--- config.mk ---
export PLATFORM = sky130hd
export DESIGN_NAME = servo_sweep_with_emergency_stop_core
export DESIGN_NICKNAME = d
export VERILOG_FILES = /design/src/sse_pkg.sv /design/src/sse_update.sv /design/src/sse_pulse.sv /design/src/servo_sweep_with_emergency_stop_core.sv
export SDC_FILE = /design/constraint.sdc
export NUM_CORES = 1
export LEC_CHECK = 0
export BUFFER_PORTS_ARGS = -buffer_cell sky130_fd_sc_hd__buf_2
export CORE_MARGIN = 2
export CORE_UTILIZATION = 59
export CTS_BUF_LIST = sky130_fd_sc_hd__clkbuf_4
export CTS_CLUSTER_SIZE = 30
export DETAILED_ROUTE_END_ITERATION = 16
export PLACE_DENSITY = 0.8
export SYNTH_ARGS = -nofsm -noshare
export SYNTH_HDL_FRONTEND = slang
export SYNTH_SLANG_ARGS = --single-unit
--- constraint.sdc ---
create_clock -name clk_i -period 7.4 [get_ports clk_i]
set_clock_uncertainty 0.1 [all_clocks]
set_input_delay 1.48 -clock clk_i [delete_from_list [all_inputs] [get_ports clk_i]]
set_output_delay 1.48 -clock clk_i [all_outputs]
set_load 0.01 [all_outputs]
--- src/sse_pkg.sv ---
// Shared types and constants for the servo sweep with emergency stop core.
`default_nettype none
package sse_pkg;

  // Configuration register indexes
  typedef enum logic [1:0] {
    CFG_DEBOUNCE = 2'd0,
    CFG_STEP     = 2'd1,
    CFG_MIN_PW   = 2'd2,
    CFG_MAX_PW   = 2'd3
  } cfg_idx_e;

  localparam int unsigned CfgDataW = 32;

  localparam logic [31:0] DebounceRst = 32'd150000;
  localparam logic [6:0]  StepRst     = 7'd2;
  localparam logic [11:0] MinPwRst    = 12'd500;
  localparam logic [11:0] MaxPwRst    = 12'd2500;

  localparam logic [7:0]  AngleMax    = 8'd180;

  // x / 45 == (x * RecipMul) >> RecipShift, exact for x < 381300
  localparam logic [18:0] RecipMul    = 19'd372828;
  localparam int unsigned RecipShift  = 24;

  typedef struct packed {
    logic [31:0] debounce_us;
    logic [6:0]  step_degrees;
    logic [11:0] min_pulse_us;
    logic [11:0] max_pulse_us;
  } cfg_t;

  // Sweep state after an item
  typedef struct packed {
    logic [7:0] angle;
    logic       up;
    logic       alert;
  } sweep_t;

  // Stage load strobes for the pulse pipeline
  typedef struct packed {
    logic load2;
    logic load3;
  } pipe_ctl_t;

endpackage
`default_nettype wire

--- src/sse_update.sv ---
// Button edge/debounce handling and angle sweep state update.
`default_nettype none
module sse_update import sse_pkg::*; (
  input  wire logic        clk_i,
  input  wire logic        rst_ni,
  input  wire logic        en_i,
  input  wire logic        sample_i,
  input  wire logic        level_i,
  input  wire logic [31:0] time_i,
  input  wire logic        tick_i,
  input  wire cfg_t        cfg_i,
  output sweep_t           state_o
);

  sweep_t      state_q, state_d;
  logic        prev_q, prev_d;
  logic [31:0] last_q, last_d;

  logic [31:0]       gap;
  logic              alert_nx;
  logic signed [9:0] next_s;

  always_comb begin
    gap      = time_i - last_q;
    alert_nx = state_q.alert;
    prev_d   = prev_q;
    last_d   = last_q;
    if (sample_i) begin
      if (!level_i && prev_q && (gap > cfg_i.debounce_us)) begin
        alert_nx = 1'b1;
        last_d   = time_i;
      end
      if (level_i && !prev_q) begin
        alert_nx = 1'b0;
        last_d   = time_i;
      end
      prev_d = level_i;
    end

    state_d       = state_q;
    state_d.alert = alert_nx;
    if (state_q.up) begin
      next_s = $signed({2'b00, state_q.angle}) + $signed({3'b000, cfg_i.step_degrees});
    end else begin
      next_s = $signed({2'b00, state_q.angle}) - $signed({3'b000, cfg_i.step_degrees});
    end
    if (tick_i && !alert_nx) begin
      if (next_s >= $signed({2'b00, AngleMax})) begin
        state_d.angle = AngleMax;
        state_d.up    = 1'b0;
      end else if (next_s <= 10'sd0) begin
        state_d.angle = 8'd0;
        state_d.up    = 1'b1;
      end else begin
        state_d.angle = next_s[7:0];
      end
    end
  end

  always_ff @(posedge clk_i or negedge rst_ni) begin
    if (!rst_ni) begin
      state_q <= '{angle: 8'd0, up: 1'b1, alert: 1'b0};
      prev_q  <= 1'b1;
      last_q  <= 32'd0;
    end else if (en_i) begin
      state_q <= state_d;
      prev_q  <= prev_d;
      last_q  <= last_d;
    end
  end

  assign state_o = state_q;

endmodule
`default_nettype wire

--- src/sse_pulse.sv ---
// Two-stage pulse width pipeline: angle*span, then /180 by reciprocal plus min.
`default_nettype none
module sse_pulse import sse_pkg::*; (
  input  wire logic      clk_i,
  input  wire pipe_ctl_t ctl_i,
  input  wire sweep_t    state_i,
  input  wire cfg_t      cfg_i,
  output sweep_t         state_o,
  output logic [11:0]    pulse_o
);

  logic [11:0] span;
  logic [19:0] prod_d, prod_q;
  sweep_t      st2_q, st3_q;
  logic [17:0] quarter;
  logic [36:0] scaled;
  logic [11:0] pulse_d, pulse_q;

  always_comb begin
    span    = (cfg_i.max_pulse_us >= cfg_i.min_pulse_us) ?
              (cfg_i.max_pulse_us - cfg_i.min_pulse_us) : 12'd0;
    prod_d  = {12'd0, state_i.angle} * {8'd0, span};
    // /180 == (/4) then (/45)
    quarter = prod_q[19:2];
    scaled  = {19'd0, quarter} * {18'd0, RecipMul};
    pulse_d = cfg_i.min_pulse_us + scaled[RecipShift +: 12];
  end

  always_ff @(posedge clk_i) begin
    if (ctl_i.load2) begin
      prod_q <= prod_d;
      st2_q  <= state_i;
    end
    if (ctl_i.load3) begin
      pulse_q <= pulse_d;
      st3_q   <= st2_q;
    end
  end

  assign state_o = st3_q;
  assign pulse_o = pulse_q;

endmodule
`default_nettype wire

--- src/servo_sweep_with_emergency_stop_core.sv ---
// Top level of the servo sweep with emergency stop core.
`default_nettype none
// Servo sweep with emergency stop. Each request carries an optional sample of
// the active-low stop button (with a 32-bit microsecond timestamp) and an
// optional servo-period tick; exactly one result comes back per request, in
// order. A press (level 1->0) latches the alert only if the wrapped time since
// the last accepted button event exceeds debounce_us; a release (0->1) always
// clears it and records the time. A tick with no alert moves the angle by
// step_degrees, clamping and reversing at 0 and 180. The result holds the
// angle, pulse width min+angle*(max-min)/180 (truncated, span 0 if max<min),
// alert and direction.
// Throughput: one request per clock unless the output stalls. A request lands in
// the input register on the accepting edge, then passes the state update, the
// angle*span product and the reciprocal divide-by-180 into the output register.
// The sweep state update is the loop that sets the one-per-clock rate. A stage
// stalls only when every stage after it is full and the output register is not
// taken; bubbles close up, so requests are held off only while all four stages
// are full.
// Configuration: write enable, index 0..3 (debounce, step, min, max pulse),
// 32-bit data, taken on any clock; change it only while the core is idle.
module servo_sweep_with_emergency_stop_core import sse_pkg::*; (
  input  wire logic                clk_i,
  input  wire logic                rst_ni,
  // config write port
  input  wire logic                cfg_we_i,
  input  wire logic [1:0]          cfg_idx_i,
  input  wire logic [CfgDataW-1:0] cfg_data_i,
  // request channel
  input  wire logic                in_valid_i,
  output logic                     in_ready_o,
  input  wire logic                button_sample_i,
  input  wire logic                button_level_i,
  input  wire logic [31:0]         time_us_i,
  input  wire logic                servo_tick_i,
  // result channel
  output logic                     out_valid_o,
  input  wire logic                out_ready_i,
  output logic [7:0]               angle_deg_o,
  output logic [11:0]              pulse_us_o,
  output logic                     alert_o,
  output logic                     moving_up_o
);

  cfg_t cfg_q;

  // Stage valids: 0 input reg, 1 sweep state, 2 product, 3 output reg
  logic v0_q, v1_q, v2_q, v3_q;
  logic load0, load1, load2, load3;

  // Input register payload
  logic        sample_q, level_q, tick_q;
  logic [31:0] time_q;

  sweep_t    sweep_st, out_st;
  pipe_ctl_t ctl;

  // Config registers
  always_ff @(posedge clk_i or negedge rst_ni) begin
    if (!rst_ni) begin
      cfg_q <= '{debounce_us: DebounceRst, step_degrees: StepRst,
                 min_pulse_us: MinPwRst, max_pulse_us: MaxPwRst};
    end else if (cfg_we_i) begin
      case (cfg_idx_e'(cfg_idx_i))
        CFG_DEBOUNCE: cfg_q.debounce_us  <= cfg_data_i[31:0];
        CFG_STEP:     cfg_q.step_degrees <= cfg_data_i[6:0];
        CFG_MIN_PW:   cfg_q.min_pulse_us <= cfg_data_i[11:0];
        CFG_MAX_PW:   cfg_q.max_pulse_us <= cfg_data_i[11:0];
        default:      ;
      endcase
    end
  end

  // Each stage loads when it is empty or its contents move on
  assign load3 = !v3_q || out_ready_i;
  assign load2 = !v2_q || load3;
  assign load1 = !v1_q || load2;
  assign load0 = !v0_q || load1;
  assign in_ready_o = load0;

  always_ff @(posedge clk_i or negedge rst_ni) begin
    if (!rst_ni) begin
      v0_q <= 1'b0;
      v1_q <= 1'b0;
      v2_q <= 1'b0;
      v3_q <= 1'b0;
    end else begin
      if (load0) v0_q <= in_valid_i;
      if (load1) v1_q <= v0_q;
      if (load2) v2_q <= v1_q;
      if (load3) v3_q <= v2_q;
    end
  end

  always_ff @(posedge clk_i) begin
    if (load0) begin
      sample_q <= button_sample_i;
      level_q  <= button_level_i;
      time_q   <= time_us_i;
      tick_q   <= servo_tick_i;
    end
  end

  // Sweep state is stage 1: it only advances for a real request
  sse_update u_update (
    .clk_i    (clk_i),
    .rst_ni   (rst_ni),
    .en_i     (load1 && v0_q),
    .sample_i (sample_q),
    .level_i  (level_q),
    .time_i   (time_q),
    .tick_i   (tick_q),
    .cfg_i    (cfg_q),
    .state_o  (sweep_st)
  );

  assign ctl = '{load2: load2, load3: load3};

  sse_pulse u_pulse (
    .clk_i   (clk_i),
    .ctl_i   (ctl),
    .state_i (sweep_st),
    .cfg_i   (cfg_q),
    .state_o (out_st),
    .pulse_o (pulse_us_o)
  );

  assign out_valid_o = v3_q;
  assign angle_deg_o = out_st.angle;
  assign alert_o     = out_st.alert;
  assign moving_up_o = out_st.up;

endmodule
`default_nettype wire

==> out/results.txt <==
The run finished with clean final reports. The wire-length estimate of the detail-placed layout is 33100 um. The number of setup violations in the final report is 0.

The commonest cells after synthesis are sky130_fd_sc_hd__inv_1 (365), sky130_fd_sc_hd__ha_1 (271), sky130_fd_sc_hd__fa_1 (159). The most critical setup path has its startpoint at cfg_q[0]. The H-tree depth is 4, and the total vias in the final route is 13450. Relative to the synthesized area, the layout overhead comes to 9.217%. After detailed routing, the number of remaining DRC violations is 0. On the worst path, the slowest cell contributes a delay of 0.53 ns. Number of buffer cells added on primary ports: 97.

Yosys attributes the largest share of cell area to sky130_fd_sc_hd__ha_1 (18%), sky130_fd_sc_hd__fa_1 (17%), sky130_fd_sc_hd__edfxtp_1 (14%). The initial DRC count was 697. TritonCTS created 17 clock buffers.

Footprint of the flip-flops and latches: 5333 um^2. Fraction of the cycle the final worst path needs: 0.9690. The clock period minus worst slack is 7.171 ns, and the worst hold path stage count is 0. The via count normalized by instance count was 5.624. Entering global routing, the biggest net connects 66 pins. The number of violations of the max-capacitance limit came out at 0. In the synthesized netlist, the number of instances is 1827. The count of final max-slew check failures is 0. The worst hold path belongs to the class reg2reg.

By startpoint and endpoint, the worst setup path is classified as reg2reg. The critical path's slowest cell is sky130_fd_sc_hd__fa_1. The logs give 12090 um^2 for the combined area of the multi-input logic cells and 14050 for the via count of the first global-routing pass. The floorplan step defined a die boundary enclosing 33330 um^2.

In the synthesized netlist the dominant register cell turns out to be sky130_fd_sc_hd__dfrtp_1. The global-route congestion overflow total was 0; the number of antenna violations at the first check in global routing was 6. Share of synthesized area occupied by flip-flops and latches: 0.2834.

The final layout contains routed wiring with a total length of 40830 um. The number of buffers and inverters on the critical path is 7. The first TritonRoute pass finished after 5 iterations. Hold repair after CTS inserted 0 buffers. The logs give 7.52 ns for the critical path data arrival time and 2432 for the filler cell count in the final layout. The destination of the worst register-to-register timing path was u_pulse.prod_q[16]. The latest clock arrival within the worst-skew pair was 0.66 ns. The wire length of the first global-routing pass was 67590 um.

Data on the critical path is required at its endpoint by 7.75 ns. The synthesized design contains 195 register bits. The fraction of layout cells with a size suffix above 1 was 0.1662. The beginning of the worst register-to-register path is cfg_q[0].

The width of the die works out to 182.6 um. The clock root buffer is sky130_fd_sc_hd__clkbuf_4. The proportion of netlist area held by the largest area contributor is 0.1802, and the async set or reset register ratio after synthesis is 0.5641. Most common cell in the netlist: sky130_fd_sc_hd__inv_1. The I/O pin total is 98. After floorplanning, the core was divided into 65 placement rows.

The overall track demand over capacity in global routing is 0.2565, and the number of placed instances with taps included is 2346. TritonCTS built the clock tree. After floorplanning, the core was sized to cover 31470 um^2.

The number of enable flip-flop cells after synthesis works out to 85. Following the worst setup path forward leads to its endpoint at u_pulse.prod_q[16]. After detailed routing, the average wire length per cell comes to 17.07 um. The count of clock tree sinks was 195. Measured in cells, the most critical reg-to-reg path has a length of 30. Routability-driven placement finished with a final weighted congestion of 0.9236. The category of cells accounting for the largest share of critical-path delay is adder cells. Once layout is complete, the cells apart from fillers number 2392. From bottom edge to top edge, the die measures 182.6 um.

The library cell with the largest summed area after synthesis is sky130_fd_sc_hd__ha_1. Synthesis produced a netlist with a net count of 2331. A synthesized cell averages 10.30 um^2.

Clock-pin slew was measured on the worst setup and hold paths at 0.19 ns. The run gives 78 as the number of distinct library cells after synthesis. The run gives 18810 um^2 as the total standard cell area after synthesis.

The setup check on the worst reg-to-reg path leaves a slack of 0.23 ns. Of all nets on the critical path, the largest fanout is 11. The starting density of the core was 0.5978; the maximum clock frequency was 139.5 MHz. The measured slew at the worst slew-check pin is 0.8580 ns.

The number of gates on the worst path with buffers counted works out to 30. The tools report the remaining antenna violation count as 0. The most frequent cell on the critical path was sky130_fd_sc_hd__inv_1.

For the largest buffer count on any clock path, the log shows 2. STA classifies the critical path endpoint as a flop. The net count reported at finish was 2477. The critical path startpoint category was a flop. The relative slew slack is 0.4280. The final count of hold timing violations came out at 0. For the synthesis warning total, the log shows 0.
[cell type report]
class / count / area share
Antenna cell: 4 / 0.0004871
Sequential cell: 195 / 0.2595
Inverter: 365 / 0.06667
Clock buffer: 18 / 0.006576
Clock inverter: 14 / 0.006698
Multi-Input combinational cell: 1234 / 0.5882
Timing Repair Buffer: 160 / 0.04737
Tap cell: 402 / 0.02448
[cell usage in the layout, fill, tap and decap left out, types with 41 or more instances in the layout]
cell                         n
sky130_fd_sc_hd__a21oi_1    60
sky130_fd_sc_hd__edfxtp_1   85
sky130_fd_sc_hd__nand2_1   105
sky130_fd_sc_hd__nor2_1     51
sky130_fd_sc_hd__and2_1     41
sky130_fd_sc_hd__o21ai_0    57
sky130_fd_sc_hd__xnor2_1    56
sky130_fd_sc_hd__mux2_2     56
sky130_fd_sc_hd__ha_1      266
sky130_fd_sc_hd__buf_4      63
sky130_fd_sc_hd__dfrtp_1    88
sky130_fd_sc_hd__buf_2      96
sky130_fd_sc_hd__inv_1     364
sky130_fd_sc_hd__a21o_1     41
sky130_fd_sc_hd__fa_1      158
[worst reg2reg max path: cells and delay by family (launching register included)]
kind,cells,cell delay (ns)
flip-flops,1,0.42
adder cells (fa/ha/maj),7,2.96
AND/OR/NAND/NOR,5,0.93
AO/OA/AOI/OAI,10,1.97
buffers and inverters,7,0.50
XOR/XNOR,1,0.07
[worst min-delay path by stage]
stage / startpoint / endpoint / slack [ns]
CTS: u_pulse.st2_q[0] / u_pulse.state_o[0] / 0.34
global route: u_pulse.st2_q[7] / u_pulse.state_o[7] / 0.36
global placement: u_pulse.st2_q[0] / u_pulse.state_o[0] / 0.31
floorplan: u_pulse.st2_q[0] / u_pulse.state_o[0] / 0.30
detailed placement: u_pulse.st2_q[3] / u_pulse.state_o[3] / 0.31
finish: u_pulse.st2_q[3] / u_pulse.state_o[3] / 0.34
[cell families (layout without fill, tap and decap cells)]
group / Yosys count / after routing / share of synthesized area
AOI/OAI and AO/OA: 307 / 307 / 0.1117
buffers and inverters: 398 / 557 / 0.08127
other: 0 / 4 / 0
xor gates and xnor gates: 80 / 80 / 0.03797
and+or+nand+nor: 350 / 350 / 0.09616
adders and majority gates: 430 / 430 / 0.3494
DFF: 195 / 195 / 0.2834
muxes: 67 / 67 / 0.04003
[registers in the layout (all words and copies together) (netlist names), 10 cells and up]
name	cells
cfg_q	63
time_q	32
u_pulse.prod_q	18
u_pulse.pulse_o	12
u_pulse.st2_q	10
u_pulse.state_o	10
u_update.last_q	32
u_update.state_o	10
[per-stage QoR]
| step | TNS (ns) | area [um^2] | hold slack, ns | setup WS, ns | util |
|---|---|---|---|---|---|
| after global placement | -0.09806 | 20060 | 0.3072 | -0.09243 | 0.6374 |
| after global routing | -0.09822 | 20540 | 0.3599 | -0.04197 | 0.6527 |
| after CTS | 0 | 20350 | 0.3423 | 0.04623 | 0.6467 |
| final | 0 | 20550 | 0.3450 | 0.2292 | 0.6529 |
| after floorplan | 0 | 18810 | 0.3003 | 0.1394 | - |
| after detailed placement | -0.4757 | 20060 | 0.3056 | -0.2492 | 0.6374 |
[per-layer routing]
| layer | wire (um) | track usage | part of all wire | vias to the layer above |
|---|---|---|---|---|
| met5 | 40 | 0 | 0.00098 | - |
| met4 | 1110 | 0.08323 | 0.027 | 6 |
| met3 | 1899 | 0.04151 | 0.047 | 79 |
| met2 | 20490 | 0.4575 | 0.50 | 331 |
| met1 | 17290 | 0.3181 | 0.42 | 6631 |
| li1 | - | - | - | 6405 |
[what timing repair did]
item                                    4_1_cts  5_1_grt
endpoints found under the setup margin        3        9
cloned                                        0        0
gates resized for setup                       7       28
buffers inserted                              1        9
pin swaps                                     2       25
Power is not shown: default switching activity piles up to over one toggle a cycle in this logic, so the estimate is an artifact.
